[src/hw/rtl/ssmooth_pkg.sv]
// Shared types, constants and helpers of the separable smoothing filter.
`default_nettype none
package ssmooth_pkg;
  localparam int MaxTaps   = 8;
  localparam int MaxWidth  = 1024;
  localparam int PixBits   = 16;
  localparam int HsumBits  = PixBits + 2;
  localparam int WinLen    = 2 * MaxTaps - 1;
  localparam int LsRows    = 2 * MaxTaps - 2;
  localparam int ColBits   = 10;
  localparam int RowBits   = 16;
  localparam int SlotBits  = 4;
  localparam int LsDepth   = LsRows * MaxWidth;
  localparam int LsAddrW   = SlotBits + ColBits;
  localparam int TermBits  = 4;
  localparam int TapIdxW   = 3;
  localparam int CoefBits  = 16;
  localparam int ProdBits  = HsumBits + CoefBits;
  localparam int AccBits   = ProdBits + 4;
  localparam int CfgIdxW   = 3;
  localparam int CfgDataW  = 64;

  // register indexes of the configuration port
  localparam logic [CfgIdxW-1:0] RegLineWidth = 3'd0;
  localparam logic [CfgIdxW-1:0] RegFrameRows = 3'd1;
  localparam logic [CfgIdxW-1:0] RegTapCount  = 3'd2;
  localparam logic [CfgIdxW-1:0] RegCoefLow   = 3'd3;
  localparam logic [CfgIdxW-1:0] RegCoefHigh  = 3'd4;

  typedef enum logic [2:0] {
    ST_CLEAR, ST_IDLE, ST_HTERM, ST_HDRAIN, ST_HSUM, ST_VTERM, ST_VDRAIN, ST_OUTW
  } state_t;

  typedef struct packed {
    logic clear;       // write zero at the clear pointer
    logic take;        // accept input word, latch position flags
    logic term_start;  // restart term counter and accumulator
    logic issue;       // issue one multiply term
    logic vert;        // terms come from the line store
    logic hs_load;     // finish horizontal sum, write line store
    logic out_load;    // finish vertical sum into output register
  } cmd_t;

  typedef struct packed {
    logic clear_done;
    logic do_h_now;
    logic emit;
    logic term_last;
    logic busy;
    logic out_free;
  } stat_t;

  // (acc + half) >> 15, saturated to an all-ones limit of PixBits bits when narrow, else HsumBits bits
  function automatic logic [HsumBits-1:0] round_sat(input logic [AccBits-1:0] acc,
                                                    input logic            narrow);
    logic [AccBits:0]   sum;
    logic [AccBits-15:0] v;
    logic [HsumBits-1:0] res;
    sum = {1'b0, acc} + (AccBits+1)'(16384);
    v   = sum[AccBits:15];
    if (narrow) begin
      res = (v > (AccBits-14)'(2**PixBits - 1)) ? HsumBits'(2**PixBits - 1) : v[HsumBits-1:0];
    end else begin
      res = (v > (AccBits-14)'(2**HsumBits - 1)) ? HsumBits'(2**HsumBits - 1)
                                                  : v[HsumBits-1:0];
    end
    return res;
  endfunction
endpackage
`default_nettype wire

[src/hw/rtl/ssmooth_ctrl.sv]
// Sequencer of the smoothing filter: clear pass, term loops, output hand-off.
`default_nettype none
module ssmooth_ctrl (
  input  wire logic               clk,
  input  wire logic               rst,
  input  wire logic               in_valid,
  output      logic               in_ready,
  input  wire ssmooth_pkg::stat_t st,
  output      ssmooth_pkg::cmd_t  cmd
);
  import ssmooth_pkg::*;

  state_t state, state_next;

  // state register
  always_ff @(posedge clk) begin
    if (rst) state <= ST_CLEAR;
    else     state <= state_next;
  end

  // next state and commands
  always_comb begin
    state_next = state;
    cmd        = '0;
    in_ready   = 1'b0;
    unique case (state)
      ST_CLEAR: begin
        cmd.clear = 1'b1;
        if (st.clear_done) state_next = ST_IDLE;
      end
      ST_IDLE: begin
        in_ready = 1'b1;
        if (in_valid) begin
          cmd.take       = 1'b1;
          cmd.term_start = 1'b1;
          if (st.do_h_now) state_next = ST_HTERM;
        end
      end
      ST_HTERM: begin
        cmd.issue = 1'b1;
        if (st.term_last) state_next = ST_HDRAIN;
      end
      ST_HDRAIN: begin
        if (!st.busy) state_next = ST_HSUM;
      end
      ST_HSUM: begin
        cmd.hs_load    = 1'b1;
        cmd.term_start = 1'b1;
        state_next     = st.emit ? ST_VTERM : ST_IDLE;
      end
      ST_VTERM: begin
        cmd.issue = 1'b1;
        cmd.vert  = 1'b1;
        if (st.term_last) state_next = ST_VDRAIN;
      end
      ST_VDRAIN: begin
        cmd.vert = 1'b1;
        if (!st.busy) state_next = ST_OUTW;
      end
      ST_OUTW: begin
        if (st.out_free) begin
          cmd.out_load = 1'b1;
          state_next   = ST_IDLE;
        end
      end
      default: state_next = ST_CLEAR;
    endcase
  end
endmodule
`default_nettype wire

[config.mk]
export PLATFORM = sky130hd
export DESIGN_NAME = ssmooth_ctrl
export DESIGN_NICKNAME = d
export VERILOG_FILES = /design/src/hw/rtl/ssmooth_pkg.sv /design/src/hw/rtl/ssmooth_ctrl.sv
export SDC_FILE = /design/constraint.sdc
export NUM_CORES = 1
export LEC_CHECK = 0
export BUFFER_PORTS_ARGS = -buffer_cell sky130_fd_sc_hd__buf_2
export CAP_MARGIN = 10
export CORE_AREA = 3 3 40 42
export CTS_CLUSTER_DIAMETER = 50
export DETAILED_ROUTE_END_ITERATION = 10
export DIE_AREA = 0 0 43 45
export PLACE_DENSITY_LB_ADDON = 0.05
export RECOVER_POWER = 50
export SYNTH_ARGS = -nofsm -noshare
export SYNTH_HDL_FRONTEND = slang
export SYNTH_SLANG_ARGS = --single-unit
[constraint.sdc]
create_clock -name clk -period 1.2 [get_ports clk]
set_input_delay 0 -clock clk [delete_from_list [all_inputs] [get_ports clk]]
set_output_delay 0 -clock clk [all_outputs]
set_load 0.1 [all_outputs]
### After elaboration in Yosys (flattened, before gate mapping)

Index checks and enable logic that the tools add are counted.

| storage, ports and cells | value |
|---|---|
| logic and storage cells | 40 |
| input port bits | 9 |
| output and inout port bits | 8 |
| register bits after elaboration | 3 |

| cells by class | value |
|---|---|
| reductions and logical operators | 4 |
| equality and inequality tests | 15 |
| multiplexer cells | 20 |

Operators with widths:

| kind | number |
|---|---|
| 3-bit 2-to-1 mux | 9 |
| 3-bit one-hot mux with 8 select lines | 1 |
| 2-bit != test (second input constant) | 8 |
| 3-bit == test (second input constant) | 4 |
| 1-bit 2-to-1 mux | 8 |
| 8-bit AND reduction | 1 |
| 3-bit by 2-bit == test with 1-bit output (second input constant) | 2 |
| 2-bit OR reduction | 2 |
| 3-bit by 1-bit == test with 1-bit output (second input constant) | 1 |
| 3-bit logical NOT | 1 |
| 2-bit 2-to-1 mux | 1 |
| 1-bit one-hot mux with 2 select lines | 1 |

### Depth between registers and ports, before layout

| depth | value |
|---|---|
| depth in word-level cells | 3 |
| depth in mapped cells | 5 |
| depth with buffers taken out | 4 |

### Least setup slack after synthesis

OpenSTA, ideal clock, no wires.

| timing path | value |
|---|---|
| kind | register to output |
| from | reg state[1] |
| to | out cmd[4] in the netlist's numbering |
| buffers on the path | 1 |
| arrival | 2.722 ns |
| cell stages (with the launch flop) | 5 |
| setup slack | -1.522 ns |
| data required time | 1.200 ns |
| cell sequence | dfxtp_1 > buf_6 > nand2b_1 > nor2_1 > or2_1 |

RTL lines:

| element | RTL line | text |
|---|---|---|
| from (decl) | ssmooth_ctrl.sv:13 | `state_t state, state_next;` |
| from (signal assigned) | ssmooth_ctrl.sv:18 | `else state <= state_next;` |
| to (decl) | ssmooth_ctrl.sv:9 | `output ssmooth_pkg::cmd_t cmd` |

==> flow_metrics.env <==
export IMPL_fin_ws_ps=-171
export IMPL_syn_to_final_growth_pct=144
export IMPL_endpoint_kind="output port"
export IMPL_gp_congestion=0.844
export IMPL_grt_overflow_total=0
export IMPL_die_h_um=45
export IMPL_drt_initial_drc_count=3
export IMPL_synth_top_family_by_area="simple AND/OR/NAND/NOR gates"
export IMPL_antenna_cells=0
export IMPL_max_freq_mhz=729
export IMPL_dr_total_vias=406
export IMPL_cp_required_ps=1200
export IMPL_multi_input_area_um2=313
export IMPL_synthAdderAreaFrac_pct=0
export IMPL_drive_above_1_share_pct=73.3
export IMPL_arrival_ps=1370
export IMPL_violations="setup timing"
export IMPL_hp_start="st[1]"
export IMPL_cts_root_buf="clkbuf_4"
export IMPL_r2r_start="state[1]"
export IMPL_synth_warnings=0
export IMPL_cts_buffers=3
export IMPL_setup_tns_ps=-849
export IMPL_worst_pin_slew_ps=193
export IMPL_ys_seq_area_share_pct=19.1
export IMPL_coreArea_mm2=0.00128
export IMPL_port_buffers=16
export IMPL_critPathMaxFanout=4
export IMPL_slew_limit_headroom_pct=87.0
export IMPL_grt_pass1_vias=394
export IMPL_reg_largest_list="state (3)"
export IMPL_worstSetupStartpointType="flop"
export IMPL_hold_class="primary input to flop"
export IMPL_nFillCells=117
export IMPL_grt_use_total_pct=11.8
export IMPL_synth_area_top_cells="dfxtp_1 19%, nand2b_1 6.0%, a21oi_1 4.8%"
export IMPL_regMostFlops="state"
export IMPL_rsz0062_at_grt="true"
export IMPL_cts_tree="yes"
export IMPL_power_density_mw_per_mm2=1710
export IMPL_synth_simple_area_share_pct=38.2
export IMPL_syn_avg_cell_area_um2=7.48
export IMPL_start_util_pct=24.4
export IMPL_yosys_area_top_type_share_pct=19.1
export IMPL_drtAntennaViolNets=0
export IMPL_syn_area_um2=314
export IMPL_hold_depth=4
export IMPL_timing_rr_end="state[1]"
export IMPL_clock_sinks=3
export IMPL_ios=17
export IMPL_antenna_found_initial=0
export IMPL_drt_drc_violations_left=0
export IMPL_total_power_mw=1.31
export IMPL_holdPathEnd="state[0]"
export IMPL_grt_pass1_wl_um=1640
export IMPL_cts_max_level=1
export IMPL_r2r_slack_ps=-80
export IMPL_synth_nets=51
export IMPL_synth_seq_cells=3
export IMPL_synth_xor_area_share_pct=2.79
export IMPL_wl_per_cell_um=10.7
export IMPL_totalWireLength_um=966
export IMPL_path_clk_slew_ps=40
export IMPL_synth_cell_types=27
export IMPL_grt_max_degree=8
export IMPL_reg2reg_depth=4
export IMPL_status="complete, but fails checks"
export IMPL_via_per_inst=4.51
export IMPL_die_w_um=43
export IMPL_drt_pass1_iterations=2
export IMPL_hpwl_um=800
export IMPL_setup_worst_path_class="flop to output port"
export IMPL_cap_violations=0
export IMPL_synth_mux_area_share_pct=11.6
export IMPL_largest_reg_flops=3
export IMPL_synth_compound_area_share_pct=19.5
export IMPL_leakagePower_nw=0.332
export IMPL_slew_viol_final=0
export IMPL_fin_hold_ws_ps=202
export IMPL_layout_nets=85
export IMPL_syn_inst=42
export IMPL_vdd_drop_max_uv=1150
export IMPL_fin_util_pct=59.6
export IMPL_seqCellArea_um2=66.3
export IMPL_period_share_pct=114
export IMPL_fin_worst_skew_ps=5.15
export IMPL_hold_viol_final=0
export IMPL_synth_largest_area_cell="dfxtp_1"
export IMPL_setup_viol_count_final=9
export IMPL_period_minus_slack_ps=1370
export IMPL_clockBufferDepth=2
export IMPL_die_area_mm2=0.00194
export IMPL_insertion_delay_ps=230
export IMPL_rows=13
## kinds of logic after synthesis
kind of cell,after synthesis
and+or+nand+nor,21
AOI/OAI and AO/OA,10
muxes,3
xor gates and xnor gates,1
buffers and inverters,4
DFF,3
## power breakdown
part,leakage (nW),switching [mW],internal [mW],total (mW)
Clock,0.0150,0.0512,0.124,0.176
Combinational,0.291,0.553,0.432,0.985
Sequential,0.0261,0.0213,0.124,0.145
## worst max-delay path by stage
| stage | cells after the start | start | slack, ps | end |
|---|---|---|---|---|
| after floorplan | 4 | state[1] | -340 | cmd[4] |
| after global placement | 5 | state[1] | -50 | state[1] |
| after detailed placement | 4 | state[1] | -100 | state[1] |
| after CTS | 6 | state[1] | -190 | cmd[4] |
| after global routing | 6 | state[1] | -220 | cmd[4] |
| final | 6 | state[1] | -170 | cmd[4] |
## per-layer routing
| layer | track usage [%] | part of all wire (%) | vias to the layer above |
|---|---|---|---|
| li1 | - | - | 210 |
| met1 | 12.2 | 37 | 181 |
| met2 | 21.6 | 55 | 13 |
| met3 | 1.59 | 5.9 | 2 |
| met4 | 9.04 | 2.0 | 0 |
| met5 | 0 | 0 | - |
## cell usage in the layout, fill, tap and decap left out, types with 3 or more instances in the layout
cell and count:
buf_4 11, buf_2 8, buf_12 8, buf_6 4, nor2_4 3, a21oi_1 3
clkbuf_4 3
## cell usage after synthesis (all sizes together)
cell type  instances
a21oi              3
and2               2
buf                3
inv                1
o21a               1
dfxtp              3
nor2b              1
a211o              1
nand2b             3
mux2i              1
nor2               6
or2                1
nand2              3
and3               2
nor3               2
o31ai              2
nand3              1
xor2               1
mux2               2
o21ai              3
## final cells by class
class                   count  area share (%)
clock buffers               4            3.43
inverters                   1           0.490
flip-flops and latches      3            8.66
repair buffers             32            44.1
well taps                  15            2.45
multi-input cells          35            40.8
## what timing repair did
item	CTS	global route
resized for setup	13	0
endpoints found under the setup margin	9	9
setup buffers	3	0
pin swaps	4	1
endpoints found under the hold margin	2	0
hold buffers	1	0
## metrics by stage
stage	setup WS, ps	instances	instance area (um^2)
after global routing	-220	90	766
after detailed placement	-100	82	658
after floorplan	-339	42	373
after CTS	-186	90	766
after global placement	-52.9	82	658
final	-171	90	766
## worst max-delay path: stages (launching register included)
cell and delay (ps):
dfxtp_4 360, buf_6 100, buf_6 100, nand2b_4 150, nor2_4 40, or2_4 230
buf_12 160
(Power assumes the default switching activity.)
